$ cat config.mk
export PLATFORM = sky130hd
export DESIGN_NAME = m3i_out
export DESIGN_NICKNAME = d
export VERILOG_FILES = /design/src/sv/m3i_pkg.sv /design/src/sv/m3i_out.sv
export SDC_FILE = /design/constraint.sdc
export NUM_CORES = 1
export LEC_CHECK = 0
export ABC_AREA = 1
export BUFFER_PORTS_ARGS = -buffer_cell sky130_fd_sc_hd__buf_2
export CORE_AREA = 2 2 480 482
export DETAILED_ROUTE_END_ITERATION = 10
export DIE_AREA = 0 0 482 484
export PLACE_DENSITY_LB_ADDON = 0.1
export SYNTH_ARGS = -nofsm -noshare
export SYNTH_HDL_FRONTEND = slang
export SYNTH_SLANG_ARGS = --single-unit
$ cat constraint.sdc
create_clock -name clk -period 2.05 [get_ports clk]
set_input_delay 0 -clock clk [delete_from_list [all_inputs] [get_ports clk]]
set_output_delay 0 -clock clk [all_outputs]
set_load 0.1 [all_outputs]
$ cat src/sv/m3i_pkg.sv
// Package: shared types, constants and index tables for the 3x3 matrix inverse pipeline.
package m3i_pkg;

  localparam int N_EL      = 9;
  localparam int N_PROD    = 2 * N_EL;
  localparam int N_ROW     = 3;
  // quotient bits resolved by the divider, one per stage
  localparam int DIV_STEPS = 33;
  // numerator is the cofactor shifted left by this many bits
  localparam int NUM_SHIFT = 28;
  // cofactor bits that enter the divider one per stage
  localparam int C_LOW     = DIV_STEPS - NUM_SHIFT;

  typedef logic signed [15:0] elem_t;
  typedef logic signed [31:0] prod_t;
  typedef logic signed [32:0] adj_t;
  typedef logic signed [47:0] dprod_t;
  typedef logic signed [49:0] det_t;
  typedef logic        [47:0] dmag_t;
  typedef logic        [32:0] quo_t;
  typedef logic signed [31:0] res_t;

  localparam res_t RES_MAX = 32'sh7FFF_FFFF;
  localparam res_t RES_MIN = 32'sh8000_0000;
  localparam quo_t QUO_POS_LIMIT = 33'h0_7FFF_FFFF;
  localparam quo_t QUO_NEG_LIMIT = 33'h0_8000_0000;

  // Operand indices of the cofactor products; cofactor k = p[2k] - p[2k+1].
  // Element index is row * 3 + column.
  localparam int PA [N_PROD] = '{4, 5, 5, 3, 3, 4, 7, 8, 8, 6, 6, 7, 1, 2, 2, 0, 0, 1};
  localparam int PB [N_PROD] = '{8, 7, 6, 8, 7, 6, 2, 1, 0, 2, 1, 0, 5, 4, 3, 5, 4, 3};

  // State of the nine divider lanes plus the shared determinant.
  typedef struct packed {
    dmag_t [N_EL-1:0]            rem;
    quo_t  [N_EL-1:0]            quo;
    logic  [N_EL-1:0][C_LOW-1:0] clo;
    logic  [N_EL-1:0]            neg;
    logic  [N_EL-1:0]            ovf;
    dmag_t                       dabs;
    det_t                        det;
    logic                        singular;
  } div_t;

endpackage

$ cat src/sv/m3i_out.sv
// Output stage: sign, saturation, singular handling and transpose into the result register.
module m3i_out
  import m3i_pkg::*;
(
  input  logic clk,
  input  logic rst_n,
  input  logic en,
  input  logic quo_vld,
  input  div_t quo_i,
  output logic out_vld,
  output res_t res [N_EL],
  output det_t det,
  output logic singular,
  output logic saturated
);

  logic out_vld_r;
  res_t res_r [N_EL];
  res_t res_nxt [N_EL];
  det_t det_r;
  logic sing_r;
  logic sat_r, sat_nxt;

  // result element (i, j) comes from cofactor lane (j, i)
  always_comb begin
    int lane;
    sat_nxt = 1'b0;
    for (int i = 0; i < N_ROW; i++) begin
      for (int j = 0; j < N_ROW; j++) begin
        lane = j * N_ROW + i;
        if (quo_i.singular) begin
          res_nxt[i*N_ROW+j] = '0;
        end else if (!quo_i.neg[lane]) begin
          if (quo_i.ovf[lane] || quo_i.quo[lane] > QUO_POS_LIMIT) begin
            res_nxt[i*N_ROW+j] = RES_MAX;
            sat_nxt            = 1'b1;
          end else begin
            res_nxt[i*N_ROW+j] = res_t'(quo_i.quo[lane]);
          end
        end else begin
          if (quo_i.ovf[lane] || quo_i.quo[lane] > QUO_NEG_LIMIT) begin
            res_nxt[i*N_ROW+j] = RES_MIN;
            sat_nxt            = 1'b1;
          end else begin
            res_nxt[i*N_ROW+j] = res_t'(-quo_i.quo[lane]);
          end
        end
      end
    end
  end

  always_ff @(posedge clk) begin
    if (!rst_n) begin
      out_vld_r <= 1'b0;
    end else if (en) begin
      out_vld_r <= quo_vld;
    end
  end

  always_ff @(posedge clk) begin
    if (en) begin
      res_r  <= res_nxt;
      det_r  <= quo_i.det;
      sing_r <= quo_i.singular;
      sat_r  <= sat_nxt;
    end
  end

  assign out_vld   = out_vld_r;
  assign res       = res_r;
  assign det       = det_r;
  assign singular  = sing_r;
  assign saturated = sat_r;

  // singular result carries zero determinant, zero diagonal elements and no clamp
  a_sing_zero: assert property (@(posedge clk) disable iff (!rst_n)
    out_vld_r && sing_r |-> det_r == '0 && !sat_r && res_r[0] == '0 && res_r[4] == '0
                            && res_r[8] == '0)
    else $error("singular result not cleared");

  // a regular result has a nonzero determinant
  a_det_nz: assert property (@(posedge clk) disable iff (!rst_n)
    out_vld_r && !sing_r |-> det_r != '0)
    else $error("zero determinant without singular flag");

  // the clamp flag implies some element sits at a range limit
  a_sat_lim: assert property (@(posedge clk) disable iff (!rst_n)
    out_vld_r && sat_r |-> res_r[0] == RES_MAX || res_r[0] == RES_MIN
      || res_r[1] == RES_MAX || res_r[1] == RES_MIN || res_r[2] == RES_MAX
      || res_r[2] == RES_MIN || res_r[3] == RES_MAX || res_r[3] == RES_MIN
      || res_r[4] == RES_MAX || res_r[4] == RES_MIN || res_r[5] == RES_MAX
      || res_r[5] == RES_MIN || res_r[6] == RES_MAX || res_r[6] == RES_MIN
      || res_r[7] == RES_MAX || res_r[7] == RES_MIN || res_r[8] == RES_MAX
      || res_r[8] == RES_MIN)
    else $error("saturated flag without clamped element");

endmodule

=== Word-level counts from Yosys, hierarchy flattened ===
Index checks and enable logic that the tools add are counted.

* Logic and storage cells: 121
* Bits of input ports: 895
* Flip-flop bits (word level): 341
* RAM bits: 0
* Bits in read-only memories: 0
* Memories kept: 0
* Latch bits: 0
* Output and inout port bits: 341

* Bitwise logic cells: 0
* Multipliers: 0
* Reduce and logical (&&, ||, !) cells: 18
* Magnitude comparators: 18
* Shifts and indexed selects: 0
* Divide/modulo/power cells: 0
* Muxes and demuxes: 63
* Eq/ne operators: 0
* Add/sub/neg operators: 9

{| class="wikitable"
|+ Operators with widths
! cell !! count
|-
| $mux 32 || 27
|-
| $gt 33x31->1 const B || 9
|-
| $gt 33x32->1 const B || 9
|-
| $neg 32->32 || 9
|-
| $mux 1 || 36
|-
| $logic_or 1x1->1 || 18
|}

=== Logic depth before layout (Yosys ltp) ===
* Depth after elaboration: 29
* Depth in mapped cells: 15
* Gate-level depth less buffers: 15

=== Least setup slack after synthesis ===
Ideal clock, no wire load.

* Kind: input port to flip-flop
* Start: in quo_i[162] (netlist bit)
* End: reg res_r (netlist bit res[278]), data pin
* Path buffers: 0
* Setup slack: 359 ps
* Setup time: 270 ps
* Stages on the path: 12
* Required time: 1780 ps
* Arrival time: 1421 ps
* Cell sequence: inv_1 > ha_1 > inv_1 > nor2_2 > nand3_1 > nor2_2 > nand2_1 > nor2_1 > nand2_1 > or2_0 > nand4_1 > a21oi_1

* Word-level cells in the longest chain between the ends: 4

{| class="wikitable"
|+ Ends and longest elaborated chain
! item !! RTL line !! source
|-
| start: declaration || m3i_out.sv:9 || <nowiki>input div_t quo_i,</nowiki>
|-
| $gt 33x31->1 or $gt 33x32->1 (tied branches) || m3i_out.sv:34, m3i_out.sv:41 ||
|-
| $logic_or 1x1->1 (on tied branches) || m3i_out.sv:34, m3i_out.sv:41 ||
|-
| $mux 32 (on tied branches) || m3i_out.sv:34, m3i_out.sv:41 ||
|-
| $mux 32 (*) || m3i_out.sv:33 || <nowiki>end else if (!quo_i.neg[lane]) begin</nowiki>
|-
| end signal: assignment || m3i_out.sv:62 || <nowiki>res_r <= res_nxt;</nowiki>
|-
| end: declaration || m3i_out.sv:18 || <nowiki>res_t res_r [N_EL];</nowiki>
|}

Mark *: on every way between the ends. The rest lies on a longest branch, timed or not.
A chain may end at the register's enable or synchronous reset.

=== Final worst setup path ===
* Start: in quo_i[386] (netlist bit)
* End: reg res_r (netlist bit res[200]), data pin

The elaborated chain is that of the path after synthesis.

==> run metrics <==
I/O Buffers=710; Filler cells=26205; register bit total from synthesis=around 340; Worst-path clk slew=around 60 ps; Initial Util=0.100; row count=176; crit path capture type=flip-flop; drt wl/cell=approximately 21 um; Leak=about 16 nW; clock period minus worst slack=slightly above 2000 ps; post-layout util=0.180; Setup Viol. Count Final=1; Commonest cells post-synth=nand2_1 (436), edfxtp_1 (340), nor2_1 (302); All-Layer GR Usage=0.131; RSZ-0062 raised after global routing=yes; Final Skew=0 ps; Setup TNS=-8.47 ps; global-route wire length before repair=218000 um; initial drt markers=between 1000 and 1500; DR WL met3=~13000 um; number of antenna violations at the first check in global routing=just under 60; die height=slightly below 500 um; Req. time, crit path=~2600 ps; routed wire length=about 160000 um; Die ar.=between 200000 and 250000 um^2; CP max FO=24; htree depth=2; CP max-delay cell=dlygate4sd3_1; max incr delay on CP=about 570 ps; HP Start=quo_i[377]; die width=just under 500 um; GP Congestion=between 0.8 and 0.9; RR Startpoint=out_vld; Post-Syn Area=approximately 23000 um^2; layout cells sized above 1=0.332; vias in the first global route=between 20000 and 30000; worst path cell trace=dlygate4sd3_1 > buf_2 > nand4_1 > nor2_1 > nand4_1 > nand2_2 > buf_12 > o21ai_0 > dlygate4sd3_1 > a21oi_1; Synth Area per Inst=just over 8 um^2; met1 WL=~70000 um; largest net degree at the start of global routing=68; max-slew violations=0; Pwr Total=27.6 mW; cell count after synthesis=about 2900; main flop type after synthesis=edfxtp_1; Yosys warnings=0; failing checks=negative setup slack; dominant cells by area after synthesis=edfxtp_1 (44%), nand2_1 (7.1%), a21oi_1 (6.2%); first-pass iteration count of the detailed router=5; worst-margin pin slew=~750 ps; post-synthesis net count=between 3000 and 4000; footprint of the multi-input gates=~12000 um^2; Synth top area share=0.445; Seq/Total Area, Yosys=0.446; Hold WC Path Type=primary input to flip-flop; DR vias/cell=between 3 and 4; Reg area=a little over 10000 um^2; CTS tree=built; GR Overflow Total=0; Root Driver=clkbuf_16; max cap viols=0; fin nets=5398; CP startpoint kind=primary input; Ports=between 1000 and 1500; total CTS buffers=57; most frequent cell after synthesis=nand2_1; final critical-path share of the clock period=1.00; Setup CP Type=primary input to flip-flop; Rel. slew slack=0.501; clock tree sinks=around 340; Netlist cell types=55; pwr dens=between 600 and 700 nW/um^2; uppermost layer routed=met5; Post-synth EDFFs=340; area growth from synthesis to layout=79.6%; Core ar.=between 200000 and 250000 um^2; HPWL after detailed placement=125000 um; final hold vios=0; Residual DRC=0; clock latency on the worst-skew pair=approximately 660 ps; Yosys top cell by area=edfxtp_1; Max Freq=between 400 and 500 MHz; status=finished with violations; Vias=27211; Post-Place Worst Slack=-664 ps; Final ANT Viol Nets=0; WL met2=about 71000 um; arrival time at the worst endpoint=2580 ps; PnR worst setup slack=-8.47 ps; crit path launch=quo_i[386]; clk buf depth=3; Async S/R FF share, synth=0; VDD IR max=just under 0.0007 V
-- path summary, 6_finish.rpt --
kind / end / depth (start not counted) / slack (ps)
worst min-delay path: res[217] / 5 / 20
worst max-delay path: res[200] / 10 / -8
worst min register to register: out_vld / 3 / 1080
worst max register to register: out_vld / 3 / 880
-- worst max-delay path: cells and delay by family --
kind	cells	cell delay, ps
and+or+nand+nor	4	710
buffers and inverters	4	1530
AOI/OAI and AO/OA	2	320
-- layer usage --
| metal | vias to the layer above | track usage |
|---|---|---|
| met5 | - | 0 |
| met4 | 34 | 0.0260 |
| met3 | 166 | 0.0452 |
| met2 | 773 | 0.210 |
| met1 | 13043 | 0.168 |
| li1 | 13195 | - |
-- layout make-up --
cell class,instances,area share
timing repair buffer,1689,0.310
clock buffer,64,0.0352
clock inverter,44,0.00862
multi-input combinational,2125,0.281
inverter,271,0.0248
antenna,10,0.000607
sequential,341,0.248
tap,3026,0.0919
-- power breakdown --
part	switching (mW)	internal, mW	total [mW]
logic	7.02	2.28	9.30
clock network	4.17	5.47	9.64
registers	0.284	8.35	8.63
total	11.5	16.1	27.6
-- stage by stage --
stage,hold WS (ps),cell area [um^2],cells
after floorplan,93.5,23000,2853
after global placement,177,33600,6933
after detailed placement,178,33600,6933
after CTS,-255,40400,7536
after global routing,26.1,41200,7566
final,16.0,41200,7570
-- registers in the layout (all words and copies together), names as in the netlist --
| name | count |
|---|---|
| det | 50 |
| res | 288 |
| out_vld | 1 |
| singular | 1 |
| saturated | 1 |
-- cell families (layout without fill, tap and decap cells) --
logic type                 after synthesis  in the layout  synth area share
adders and majority gates               18             18           0.00981
other                                    0             10                 0
xor gates and xnor gates               165            165            0.0630
DFF                                    341            341             0.446
AOI/OAI and AO/OA                      607            607             0.137
buffers and inverters                  387           2068            0.0691
and+or+nand+nor                       1335           1335             0.275
-- timing repair --
item | 4_1_cts | 5_1_grt
buffers inserted | 0 | 33
gates resized for setup | 0 | 168
hold buffers | 495 | 6
endpoints found under the hold margin | 442 | 4
endpoints found under the setup margin | 0 | 65
-- placed cells by master (no fill, tap or decap), types with 7 or more instances in the layout --
cell,synthesis,routed
a21oi_2,2,16
edfxtp_1,340,340
xor2_1,126,126
buf_2,5,685
diode_2,0,10
nand3_2,20,25
buf_4,11,457
nor2_2,31,41
nor2_1,302,269
o21ai_1,6,8
buf_6,10,8
clkbuf_1,79,7
inv_1,260,248
o21ai_0,282,280
buf_12,0,34
inv_2,6,18
nand2_2,20,34
or2_2,21,20
nor4_1,15,13
nand2_1,436,418
ha_1,18,17
nand3b_1,16,16
dlygate4sd3_1,0,488
nor3_2,3,14
dlymetal6s4s_1,0,7
clkbuf_16,0,61
clkinv_1,3,18
a21oi_1,286,272
nand4_1,102,102
nor3_1,79,68
xnor2_1,39,39
nor2_4,18,41
nand3_1,253,246
clkinv_2,2,13
No activity file was read; power rests on OpenSTA's default activity.
